===== src/sv/sasc_pkg.sv =====
// Shared constants and types for the altitude slab clipper.
package sasc_pkg;

    localparam int CFG_IDX_BITS = 2;

    typedef enum logic [CFG_IDX_BITS-1:0] {
        CFG_SLAB_BOTTOM = 2'd0,
        CFG_SLAB_HEIGHT = 2'd1
    } cfg_idx_t;

    // per-item clip decisions, decode stage to output select
    typedef struct packed {
        logic hit;
        logic mv_from;
        logic mv_to;
    } clip_flags_t;

endpackage


===== src/sv/sasc_decode.sv =====
// Decode stage: slab classification, boundary distances and lane operands.
module sasc_decode
    import sasc_pkg::*;
#(
    parameter int COORD_BITS = 32
)
(
    input  logic                         clk,
    input  logic                         en,
    input  logic signed [COORD_BITS-1:0] slab_bottom,
    input  logic        [COORD_BITS-2:0] slab_height,
    input  logic signed [COORD_BITS-1:0] from_x,
    input  logic signed [COORD_BITS-1:0] from_y,
    input  logic signed [COORD_BITS-1:0] from_z,
    input  logic signed [COORD_BITS-1:0] to_x,
    input  logic signed [COORD_BITS-1:0] to_y,
    input  logic signed [COORD_BITS-1:0] to_z,
    output clip_flags_t                  flags,
    output logic signed [COORD_BITS-1:0] clip_fy,
    output logic signed [COORD_BITS-1:0] clip_ty,
    output logic signed [COORD_BITS-1:0] orig_fx,
    output logic signed [COORD_BITS-1:0] orig_fz,
    output logic signed [COORD_BITS-1:0] orig_tx,
    output logic signed [COORD_BITS-1:0] orig_tz,
    output logic signed [COORD_BITS-1:0] base_tx,
    output logic signed [COORD_BITS-1:0] base_tz,
    output logic        [COORD_BITS-1:0] mag_dx,
    output logic        [COORD_BITS-1:0] mag_dz,
    output logic        [COORD_BITS-1:0] mag_dy,
    output logic        [COORD_BITS-1:0] mag_nf,
    output logic        [COORD_BITS-1:0] mag_nt,
    output logic                         neg_fx,
    output logic                         neg_fz,
    output logic                         neg_tx,
    output logic                         neg_tz
);

    localparam int W = COORD_BITS + 1;

    logic signed [W-1:0] b, t, fy, ty, dx, dy, dz, nf, nt;
    logic above, below, to_base_from;
    clip_flags_t flags_next;
    logic signed [W-1:0] cfy_next, cty_next;

    clip_flags_t                  flags_reg;
    logic signed [COORD_BITS-1:0] cfy_reg, cty_reg, fx_reg, fz_reg, tx_reg, tz_reg;
    logic signed [COORD_BITS-1:0] btx_reg, btz_reg;
    logic        [COORD_BITS-1:0] mdx_reg, mdz_reg, mdy_reg, mnf_reg, mnt_reg;
    logic                         nfx_reg, nfz_reg, ntx_reg, ntz_reg;

    function automatic logic [COORD_BITS-1:0] mag_of(input logic signed [W-1:0] v);
        logic signed [W-1:0] a;
        a = v[W-1] ? -v : v;
        return a[COORD_BITS-1:0];
    endfunction

    always_comb
    begin
        b  = W'(slab_bottom);
        t  = b + $signed({2'b00, slab_height});
        fy = W'(from_y);
        ty = W'(to_y);
        dx = W'(to_x) - W'(from_x);
        dy = ty - fy;
        dz = W'(to_z) - W'(from_z);
        above = fy > t;
        below = fy < b;
        flags_next = '{hit: 1'b1, mv_from: 1'b0, mv_to: 1'b0};
        nf = t - fy;
        nt = b - ty;
        to_base_from = 1'b0;
        cfy_next = fy;
        cty_next = ty;
        if (above)
        begin
            flags_next.hit     = ty < t;
            flags_next.mv_from = ty < t;
            flags_next.mv_to   = ty < b;
            nf = t - fy;
            nt = b - ty;
            if (flags_next.mv_from)
                cfy_next = t;
            if (flags_next.mv_to)
                cty_next = b;
        end
        else if (below)
        begin
            flags_next.hit     = ty > b;
            flags_next.mv_from = ty > b;
            flags_next.mv_to   = ty >= t && ty > b;
            nf = b - fy;
            nt = t - ty;
            if (flags_next.mv_from)
                cfy_next = b;
            if (flags_next.mv_to)
                cty_next = t;
        end
        else
        begin
            // start inside: end cut from the start point
            to_base_from = 1'b1;
            if (ty > t)
            begin
                flags_next.mv_to = 1'b1;
                nt = t - fy;
                cty_next = t;
            end
            else if (ty < b)
            begin
                flags_next.mv_to = 1'b1;
                nt = b - fy;
                cty_next = b;
            end
        end
    end

    always_ff @(posedge clk)
    begin
        if (en)
        begin
            flags_reg <= flags_next;
            cfy_reg   <= cfy_next[COORD_BITS-1:0];
            cty_reg   <= cty_next[COORD_BITS-1:0];
            fx_reg    <= from_x;
            fz_reg    <= from_z;
            tx_reg    <= to_x;
            tz_reg    <= to_z;
            btx_reg   <= to_base_from ? from_x : to_x;
            btz_reg   <= to_base_from ? from_z : to_z;
            mdx_reg   <= mag_of(dx);
            mdz_reg   <= mag_of(dz);
            mdy_reg   <= mag_of(dy);
            mnf_reg   <= mag_of(nf);
            mnt_reg   <= mag_of(nt);
            nfx_reg   <= dx[W-1] ^ nf[W-1] ^ dy[W-1];
            nfz_reg   <= dz[W-1] ^ nf[W-1] ^ dy[W-1];
            ntx_reg   <= dx[W-1] ^ nt[W-1] ^ dy[W-1];
            ntz_reg   <= dz[W-1] ^ nt[W-1] ^ dy[W-1];
        end
    end

    assign flags   = flags_reg;
    assign clip_fy = cfy_reg;
    assign clip_ty = cty_reg;
    assign orig_fx = fx_reg;
    assign orig_fz = fz_reg;
    assign orig_tx = tx_reg;
    assign orig_tz = tz_reg;
    assign base_tx = btx_reg;
    assign base_tz = btz_reg;
    assign mag_dx  = mdx_reg;
    assign mag_dz  = mdz_reg;
    assign mag_dy  = mdy_reg;
    assign mag_nf  = mnf_reg;
    assign mag_nt  = mnt_reg;
    assign neg_fx  = nfx_reg;
    assign neg_fz  = nfz_reg;
    assign neg_tx  = ntx_reg;
    assign neg_tz  = ntz_reg;

endmodule


===== config.mk =====
export PLATFORM = sky130hd
export DESIGN_NAME = sasc_decode
export DESIGN_NICKNAME = d
export VERILOG_FILES = /design/src/sv/sasc_pkg.sv /design/src/sv/sasc_decode.sv
export SDC_FILE = /design/constraint.sdc
export NUM_CORES = 1
export LEC_CHECK = 0
export BUFFER_PORTS_ARGS = -buffer_cell sky130_fd_sc_hd__buf_2
export CELL_PAD_IN_SITES_DETAIL_PLACEMENT = 0
export CELL_PAD_IN_SITES_GLOBAL_PLACEMENT = 1
export CORE_UTILIZATION = 25
export CTS_CLUSTER_DIAMETER = 150
export DETAILED_ROUTE_END_ITERATION = 10
export PLACE_DENSITY = 0.52
export SLEW_MARGIN = 20
export SYNTH_ARGS = -nofsm -noshare
export SYNTH_HDL_FRONTEND = slang
export SYNTH_SLANG_ARGS = --single-unit

===== constraint.sdc =====
create_clock -name clk -period 18 [get_ports clk]
set_input_delay 2.7 -clock clk [delete_from_list [all_inputs] [get_ports clk]]
set_output_delay 2.7 -clock clk [all_outputs]
set_load 0.01 [all_outputs]

Word level (Yosys, flattened, before mapping)
Index checks and enable logic that the tools add are counted.
{"block": "totals", "regBits": 423, "inputBits": 257}
{"block": "op_classes", "addsub": 13, "order_cmp": 7, "n_mux": 29, "bitwise_logic": 8, "reduce_logical": 1}
{"op": "$mux 32", "count": 16}
{"op": "$mux 33", "count": 6}
{"op": "$sub 32x32->33", "count": 5}
{"op": "$neg 32->32", "count": 5}
{"op": "$gt 32x33->1", "count": 2}
{"op": "$sub 33x32->33", "count": 2}
{"op": "$lt 32x32->1", "count": 2}
{"op": "$add 32x32->33", "count": 1}
{"op": "$ge 32x33->1", "count": 1}
{"op": "$lt 32x33->1", "count": 1}
{"op": "$gt 32x32->1", "count": 1}
{"op": "$xor 1x1->1", "count": 8}
{"op": "$mux 1", "count": 5}
{"op": "$mux 3", "count": 1}
{"op": "$mux 2", "count": 1}
{"op": "$logic_and 1x1->1", "count": 1}

Longest topological paths before layout
Gate-level depths: netlist of the first run.
{"block": "logic_depth", "ltp_word": 7, "ltp_mapped": 35, "mapped_depth_nobuf": 31}

Least setup slack after synthesis of the first run
No wires, ideal clock.
{"block": "synth_path", "kind": "input port to flip-flop", "start": "input slab_bottom[0]", "end": "register mnf_reg[30], in the netlist mag_nf[30] (data pin)", "arrival_time_ns": 9.151, "t_required_ns": 17.731, "path_slack_ns": 8.580, "cell_stages": 32, "n_path_buf": 4, "path_cell_list": "ha_1 fa_1 a21o_1 a21oi_1 o21ai_0 nor4bb_1 nor2_1 a311oi_1 o31ai_1 a21boi_0 o31ai_1 a21boi_0 ha_1 and3_1 o31ai_1 a21oi_1 o21ai_0 a31oi_1 a21o_1 nand2_1 buf_2 buf_2 buf_1 clkbuf_1 nand2_1 o21ai_0 ha_1 o211ai_1 and4b_1 and4_1 a21oi_1 xor2_1"}
{"block": "synth_between", "elab_chain_len": 6}
{"item": "start, declared", "line_no": "sasc_decode.sv:10", "source": "input logic signed [COORD_BITS-1:0] slab_bottom,"}
{"item": "$add 32x32->33", "line_no": "sasc_decode.sv:60", "source": "t = b + $signed({2'b00, slab_height});"}
{"item": "$sub 33x32->33", "line_no": "sasc_decode.sv:69, sasc_decode.sv:79"}
{"item": "$mux 33", "line_no": "sasc_decode.sv:86", "source": "else if (below)"}
{"item": "$mux 33 *", "line_no": "sasc_decode.sv:74", "source": "if (above)"}
{"item": "$neg 32->32", "line_no": "sasc_decode.sv:53", "source": "a = v[W-1] ? -v : v;"}
{"item": "$mux 32 *", "line_no": "sasc_decode.sv:53"}
{"item": "end signal, assigned", "line_no": "sasc_decode.sv:133", "source": "mnf_reg <= mag_of(nf);"}
{"item": "end, declared", "line_no": "sasc_decode.sv:48", "source": "logic [COORD_BITS-1:0] mdx_reg, mdz_reg, mdy_reg, mnf_reg, mnt_reg;"}
Mark *: on every way between the ends. The rest lies on a longest branch, timed or not.
A chain may end at the register's enable or synchronous reset.

Worst setup path after layout of the first run
{"block": "layout_path", "start": "input slab_bottom[0]", "end": "register mnt_reg[31], in the netlist mag_nt[31] (data pin)"}
{"block": "layout_between", "elab_chain_len": 7}
{"item": "$add 32x32->33 (tied with other cells)", "line_no": "sasc_decode.sv:60"}
{"item": "$sub 33x32->33 (tied with other cells)", "line_no": "sasc_decode.sv:105", "source": "nt = t - fy;"}
{"item": "$mux 33", "line_no": "sasc_decode.sv:102", "source": "if (ty > t)"}
{"item": "$mux 33", "line_no": "sasc_decode.sv:86"}
{"item": "$mux 33 *", "line_no": "sasc_decode.sv:74"}
{"item": "$neg 32->32", "line_no": "sasc_decode.sv:53"}
{"item": "$mux 32 *", "line_no": "sasc_decode.sv:53"}
{"item": "end signal, assigned", "line_no": "sasc_decode.sv:134", "source": "mnt_reg <= mag_of(nt);"}
{"item": "end, declared", "line_no": "sasc_decode.sv:48"}
Marks and branches as above.

==> results of run 1 <==
-- per-layer routing --
layer  global-route usage (%)  vias to the layer above  wire (µm)
li1                         -                    14300          -
met1                     27.4                    14400      64400
met2                     34.8                     1006      66800
met3                     3.57                      166       8770
met4                     4.87                       18       3010
met5                        0                        -        113
-- final cells by class --
class / instances / share of cell area, %
Antenna cell: 8 / 0.0500
Clock buffer: 67 / 3.60
Clock inverter: 39 / 0.837
Inverter: 255 / 2.39
Multi-Input combinational cell: 2698 / 47.0
Sequential cell: 423 / 31.7
Tap cell: 1742 / 5.44
Timing Repair Buffer: 704 / 9.01
-- how the worst max path moves through the flow --
stage	to	depth (start not counted)
floorplan	mag_nf[30]	32
global placement	mag_nt[31]	25
detailed placement	mag_nt[31]	25
CTS	mag_nt[31]	25
global route	mag_nt[29]	26
finish	mag_nt[31]	28
-- logic make-up after synthesis --
kind of cell	share of synthesized area (%)
XOR/XNOR	9.71
buffers and inverters	4.29
AND/OR/NAND/NOR	14.0
AO/OA/AOI/OAI	22.5
multiplexers	0.446
flip-flops	38.7
adder cells (fa/ha/maj)	10.5
-- cell usage after synthesis (11+ instances only) --
| cell | n | area (µm²) |
|---|---|---|
| sky130_fd_sc_hd__nand2_1 | 285 | 1070 |
| sky130_fd_sc_hd__nand4_1 | 24 | 150 |
| sky130_fd_sc_hd__o211ai_1 | 15 | 113 |
| sky130_fd_sc_hd__edfxtp_1 | 423 | 12700 |
| sky130_fd_sc_hd__ha_1 | 262 | 3280 |
| sky130_fd_sc_hd__xnor2_1 | 241 | 2110 |
| sky130_fd_sc_hd__nor4_1 | 15 | 93.8 |
| sky130_fd_sc_hd__o21ai_0 | 262 | 1310 |
| sky130_fd_sc_hd__nand2b_1 | 45 | 282 |
| sky130_fd_sc_hd__and2_1 | 18 | 113 |
| sky130_fd_sc_hd__o31a_1 | 12 | 105 |
| sky130_fd_sc_hd__or2_2 | 16 | 100 |
| sky130_fd_sc_hd__a211oi_1 | 30 | 225 |
| sky130_fd_sc_hd__a22oi_1 | 20 | 150 |
| sky130_fd_sc_hd__a221oi_1 | 13 | 114 |
| sky130_fd_sc_hd__o21a_1 | 48 | 360 |
| sky130_fd_sc_hd__o21ai_1 | 11 | 55.1 |
| sky130_fd_sc_hd__nor2_1 | 213 | 800 |
| sky130_fd_sc_hd__clkbuf_1 | 60 | 225 |
| sky130_fd_sc_hd__mux2i_1 | 12 | 120 |
| sky130_fd_sc_hd__nand3b_1 | 12 | 90.1 |
| sky130_fd_sc_hd__nor2b_1 | 25 | 156 |
| sky130_fd_sc_hd__nor3_1 | 76 | 380 |
| sky130_fd_sc_hd__inv_1 | 255 | 957 |
| sky130_fd_sc_hd__a21o_1 | 100 | 751 |
| sky130_fd_sc_hd__and3_1 | 45 | 282 |
| sky130_fd_sc_hd__nand3_1 | 85 | 425 |
| sky130_fd_sc_hd__o22ai_1 | 40 | 250 |
| sky130_fd_sc_hd__a222oi_1 | 20 | 200 |
| sky130_fd_sc_hd__a21oi_1 | 264 | 1320 |
| sky130_fd_sc_hd__xor2_1 | 123 | 1080 |
| sky130_fd_sc_hd__o31ai_1 | 30 | 225 |
| sky130_fd_sc_hd__or4_1 | 11 | 82.6 |
| sky130_fd_sc_hd__o21bai_1 | 35 | 263 |
| sky130_fd_sc_hd__a31oi_1 | 53 | 332 |
| sky130_fd_sc_hd__buf_2 | 16 | 80.1 |
| sky130_fd_sc_hd__or3_1 | 23 | 144 |
-- worst max-delay path, cell delays in order --
cell,delay [ns]
sky130_fd_sc_hd__buf_2,0.13
sky130_fd_sc_hd__ha_1,0.22
sky130_fd_sc_hd__fa_1,0.41
sky130_fd_sc_hd__a21o_1,0.19
sky130_fd_sc_hd__a21oi_1,0.28
sky130_fd_sc_hd__o21ai_0,0.22
sky130_fd_sc_hd__nor4bb_1,0.18
sky130_fd_sc_hd__nor2_1,0.30
sky130_fd_sc_hd__a311oi_1,0.23
sky130_fd_sc_hd__o31ai_1,0.42
sky130_fd_sc_hd__a21boi_0,0.22
sky130_fd_sc_hd__o31ai_1,0.42
sky130_fd_sc_hd__a21oi_1,0.15
sky130_fd_sc_hd__xnor2_1,0.32
sky130_fd_sc_hd__inv_1,0.12
sky130_fd_sc_hd__ha_1,0.37
sky130_fd_sc_hd__a21oi_1,0.14
sky130_fd_sc_hd__o21ai_0,0.17
sky130_fd_sc_hd__a221oi_1,0.32
sky130_fd_sc_hd__o21ai_0,0.17
sky130_fd_sc_hd__o21ai_0,0.35
sky130_fd_sc_hd__nand2_2,0.54
sky130_fd_sc_hd__a31oi_2,0.85
sky130_fd_sc_hd__o21ai_0,0.41
sky130_fd_sc_hd__nor4_2,0.50
sky130_fd_sc_hd__nand4_1,0.39
sky130_fd_sc_hd__o41ai_2,0.35
sky130_fd_sc_hd__xor2_1,0.10
-- power breakdown --
group          switching, mW  internal [mW]  leakage (nW)
clock network          0.492          0.607         0.848
logic                   1.37          0.753          11.8
registers              0.139           1.39          4.14
total                   2.01           2.75          16.8
==> impl.org, run 1 <==
** Run status
- The flow ran to the end, and the final reports show no timing, DRC or antenna violations.

** Yosys
- Counting flops with a built-in enable in the synthesized netlist gives roughly 420.
- Counting flops with an async set or reset pin after synthesis yields a share of 0%.
- Number of warnings reported in the yosys synthesis log :: 0
- Counting every instance in the synthesized netlist gives 3471.
- Post-synth top flop :: sky130_fd_sc_hd__edfxtp_1
- Part of the Yosys area used for sequential elements :: approximately 39%
- Post-Synthesis Cell Area :: approximately 33000 µm²
- Average cell area after synthesis :: roughly 9.5 µm²
- Synthesis produced a netlist with a net count of 3998.
- Register bit count reported by yosys :: approximately 420
- Number of distinct library cells after synthesis :: approximately 110

** Finish
- Finished Cell Area :: approximately 40000 µm²
- The area growth from synthesis to layout is 21.9%.
- Filler-free cell count of the finished design :: around 5.9k
- The post-route netlist has about a fifth of its cells at a drive strength greater than 1.
- Summing all flip-flop and latch instances after layout gives 12700 µm².
- After the last flow step, the layout net total stands at 4665.
- In the final layout, the multi-input gates occupy 18800 µm².
- The library cell used most frequently in the layout, excluding fill and tap cells, is sky130_fd_sc_hd__buf_2.
- FILL cells :: 13.9k
- Fin util :: a little under a third
- In the layout the commonest cells are 678 x sky130_fd_sc_hd__buf_2, 423 x sky130_fd_sc_hd__edfxtp_1, 282 x sky130_fd_sc_hd__nand2_1, 264 x sky130_fd_sc_hd__a21oi_1, 262 x sky130_fd_sc_hd__ha_1.

** Worst setup path
- The critical path is of the in2reg type.
- The worst setup path is captured at a flop.
- Required time reported for the critical path endpoint :: approximately 18 ns
- Critical-path maximum fanout :: 24
- Worst Setup Start Kind :: input pin
- Critical path origin :: slab_bottom[0]
- At the worst endpoint, the arrival time is ~11 ns.

** Placed design
- Total of buffers placed on input and output ports :: slightly below 700
- The congestion estimate from routability-driven global placement came to approximately 0.9.
- Detailed placement HPWL :: roughly 120000 µm
- The placed instances occupy a cell area of around 38000 µm².
- Prior to clock tree synthesis, the placed netlist has a worst setup slack of between 6 and 7 ns.
- Placed Cells :: ~5.8k

** Detailed routing
- Count of unresolved DRC violations after routing :: 0
- Wirelength, routed :: around 140000 µm
- Total number of vias :: 30.0k
- After detailed routing, the number of vias per cell comes to between 5 and 6.
- Remaining antenna violation count after routing :: 0
- The first detailed-routing pass took 6 iterations.
- Number of DRC markers after the initial detailed-route iteration :: around 2.3k
- Post-DR wirelength/cell :: approximately 24 µm

** Die
- The total area inside the core boundary comes to roughly 130000 µm².
- The die is around 360 µm tall.
- Count of standard-cell rows :: 132
- Overall die width :: between 300 and 400 µm
- The die covers about 130000 µm².
- The initial utilization of the core area, before any placement, comes to roughly a quarter.
- Num ports :: 680

** Timing
- Worst slack on hold paths :: 2.21 ns
- Final count of hold timing violations :: 0
- Adding up every negative setup slack in the final design gives 0 ns.
- Setup repair after global routing missed its margin :: false
- Transition time at the pin with the least slew margin :: roughly 1.1 ns
- Pins Over Slew Limit :: 0
- Setup violations remaining at the end of the flow were counted as 0.
- Derived from the worst setup path, the maximum achievable clock frequency is 92.8 MHz.
- After layout, the worst path uses between 50% and 60% of the clock period.
- Final Critical Period :: 10.78 ns
- Worst Setup Slack, final :: 7.22 ns
- Worst rel slew slack :: about a quarter

** CTS
- Num Clock Sinks :: ~420
- H-Tree Level Count :: 2
- Clock root buffer :: sky130_fd_sc_hd__clkbuf_16
- Counting the buffers created by CTS gives 56.
- Buffers from clock root to sink, at most :: 3
- Setup Fix Bufs, Post-CTS :: 0
- CTS tree :: yes
- Clock transition at the registers of the reported paths :: roughly 0.060 ns
- Post-cts repair resize count :: 0
- Buffers inserted to repair hold after CTS numbered 0.

** Global routing
- Total track usage :: between 20% and 30%
- Number of antenna violations at the first check in global routing :: 33
- Via count of the first global-routing pass :: 29.3k
- The first global-routing pass estimated 203000 µm of wire.
- Pin count of the biggest net entering global routing :: 170
- Summed over all layers, the global routing overflow is 0.

** Pwr
- Power consumption :: approximately 4.8 mW
- Worst vdd ir :: 0.0000809 V
- Static power due to leakage :: between 15 and 20 nW
- Dividing total power by cell area gives a power density of 119 nW/µm².

** Worst hold path
- Hold Crit Start :: from_z[5]
- Type of the tightest min-delay check :: in2reg
- The path with the worst hold slack has its endpoint at orig_fz[5].
- Count of cells along the worst hold path :: 1

** Flow run
- The tool flagged a number of max-cap violations equal to 0.
Note: power is estimated with default switching activity, not from simulation.
==> run 2: changes to the inputs <==
PLACE_DENSITY = 0.53   (was 0.52)
clock period = 9 ns   (was 18 ns; I/O delays follow)
==> run 2 against run 1 <==
Compared with the run above:
- non-clock buffer count up 132
- via count up 1.0%
- global-route usage up 0.23 points
- total power up 100%
- cell area up 2.6%
- sequential cell count unchanged
- combinational power up 120%
- first-iteration DRC count down 11%
- setup slack worse by 6.4 ns
- routed wire length up 1.1%
- hold slack worse by 1.3 ns
- critical path type unchanged
- largest cell class unchanged
==> impl.org, run 2 (synthesized netlist as in run 1, its figures left out) <==
** Run status
- Outcome :: complete, no violations

** Finish
- Layout cell share with drive strength beyond 1 :: a little under a quarter
- From synthesis to final layout, the design area changed by 25.1%.
- Top library cells by usage in the layout, fill and taps aside :: 678 x sky130_fd_sc_hd__buf_2, 423 x sky130_fd_sc_hd__edfxtp_1, 282 x sky130_fd_sc_hd__nand2_1, 264 x sky130_fd_sc_hd__a21oi_1, 262 x sky130_fd_sc_hd__ha_1
- Finished Cell Area :: roughly 41000 µm²
- Number of nets in the finished design :: around 4.8k
- Most common library cell in the layout ignoring fill and taps :: sky130_fd_sc_hd__buf_2

** Detailed routing
- Total number of vias :: approximately 30k
- The first detailed-routing pass took 5 iterations.
- Remaining antenna violation count after routing :: 0
- DR WL met2 :: 69400 µm
- After detailed routing, the average wire length per cell comes to 23.9 µm.
- Count of unresolved DRC violations after routing :: 0
- Number of DRC markers after the initial detailed-route iteration :: between 2k and 2.5k
- Length of routed wiring on met1 :: 62900 µm
- Detailed routing placed a total of between 9000 and 10000 µm of wire on met3.
- Detailed-route vias per instance :: approximately 5.0
- Wirelength, routed :: roughly 140000 µm
- Uppermost signal routing layer after detailed routing :: met5

** Pwr
- Summing internal, switching and leakage power gives around 9.7 mW.
- Fraction of power consumed by sequential logic :: around 31%
- Clock network fraction of design power :: 22.0%
- Logic gate share of total power :: 47.2%
- Summed over all nets, the switching power comes to 4.02 mW.
- Worst vdd ir :: 0.000154 V
- Power density relative to cell area :: 237 nW/µm²
- Net Sw Frac :: between 40% and 50%
- Static power due to leakage :: ~17 nW
- The internal power of the cells totals approximately 5.7 mW.

** Timing
- Headroom to the max-slew limit came out at between 30% and 40%.
- Final count of hold timing violations :: 0
- Post-route setup TNS :: 0 ns
- Setup repair after global routing left no endpoint under its margin.
- Setup violations remaining at the end of the flow were counted as 0.
- Pins Over Slew Limit :: 0
- Based on the critical path, the design can be clocked at up to 122 MHz.
- Final period util :: 90.9%
- Worst slack on hold paths :: ~0.89 ns
- Transition time at the pin with the least slew margin :: 0.983 ns
- Final Critical Period :: between 8 and 9 ns

** Worst hold path
- The worst hold path begins at from_x[20].
- The path class of the tightest hold or removal check is in2reg.

** Flow run
- Max-capacitance violation count :: 0

** Global routing
- The number of antenna violations at the first check in global routing was 36.
- The via count of the first global-routing pass was ~30k.
- Pin count of the biggest net entering global routing :: 80
- The first global-routing pass estimated around 200000 µm of wire.
- The total overflow left after global routing is 0.
- Total track usage :: a little over a fifth

** Die
- 680 I/O pins were placed.
- Effective utilization at floorplan :: around a quarter
- After floorplanning, the core was divided into ~130 placement rows.
- The die is between 300 and 400 µm tall.
- Die ar. :: around 130000 µm²
- In this run the horizontal extent of the chip is 364 µm.
- The region available for standard cell placement spans between 100000 and 150000 µm².

** Placed design
- Cell Area, Placed :: 39300 µm²
- The congestion estimate from routability-driven global placement came to roughly 0.86.
- Detailed placement HPWL :: ~120000 µm
- Input and output buffers added on the ports amount to approximately 680.

** Worst setup path
- Critical path data arrival time :: 8.57 ns
- Bufs and invs on worst path :: 6
- Family of cells with the greatest summed delay on the critical path :: compound AO/OA/AOI/OAI gates
- The worst setup path is of the in2reg kind.
- Critical path origin :: slab_bottom[1]
- On the worst path, the slowest cell contributes a delay of approximately 0.5 ns.
- Cell occurring most often along the worst timing path :: sky130_fd_sc_hd__buf_4
- STA classifies the critical path endpoint as a flop.
- In this run the worst path has a maximum fanout of 9.
- Worst Setup Start Kind :: input pin
- For the worst setup path, the data required time is between 9 and 10 ns.
- Among all stages on the critical path, the largest delay is contributed by sky130_fd_sc_hd__a221oi_1.

** CTS
- Setup Fix Bufs, Post-CTS :: 0
- Num Clock Sinks :: between 400 and 500
- TritonCTS created 53 clock buffers.
- Counting along the longest clock path gives a buffer depth of 3.
- The cell sitting at the root of the clock tree is a sky130_fd_sc_hd__clkbuf_16.
- Hold buffer count at cts :: 0
- Clock transition at the registers of the reported paths :: ~0.060 ns
- H-Tree Level Count :: 2
- Once the clock tree was built, the resizer swapped 0 gates to a different size.
- TritonCTS built the clock tree.
## run 2: changes by cell type in the layout (fill, tap and decap cells not counted), moves of 2 or more
cell                        before  now
sky130_fd_sc_hd__buf_12          1    9
sky130_fd_sc_hd__buf_4          24  148
sky130_fd_sc_hd__bufinv_16       2    4
sky130_fd_sc_hd__clkbuf_16      56   53
sky130_fd_sc_hd__clkinv_1       14    9
sky130_fd_sc_hd__diode_2         8    6
## run 2: worst paths after layout
check / depth (start not counted) / slack (ns) / endpoint
worst max-delay path: 31 / 0.82 / mag_nt[26]
worst min-delay path: 1 / 0.89 / orig_fx[20]
## run 2: per-stage QoR
step	std cells	setup WS, ns	utilization [%]
final	6058	0.819	31.6
after global routing	6057	0.218	31.6
after CTS	6052	0.809	31.6
after detailed placement	5954	0.121	30.3
after global placement	5954	0.146	30.3
after floorplan	3471	0.930	-
## run 2: cell type report
cell class,count,area (µm²)
inverters,255,957
clock inverters,35,364
well taps,1742,2180
fillers,13900,88900
clock buffers,63,1360
repair buffers,836,4700
multi-input cells,2698,18800
flip-flops and latches,423,12700
diodes,6,15.0
## run 2: power by group through the flow
stage / clock network (mW) / registers (mW) / logic [mW]
after floorplan: 0 / 3.16 / 2.39
after global placement: 0 / 3.07 / 4.65
after detailed placement: 0 / 3.06 / 4.63
after CTS: 2.21 / 3.03 / 4.65
after global routing: 2.28 / 3.04 / 5.01
final: 2.14 / 3.00 / 4.60
## run 2: routing by layer
metal	vias up	global-route usage, %
met5	-	0
met1	14500	26.7
li1	14600	-
met2	992	36.4
met3	180	3.93
met4	18	4.59
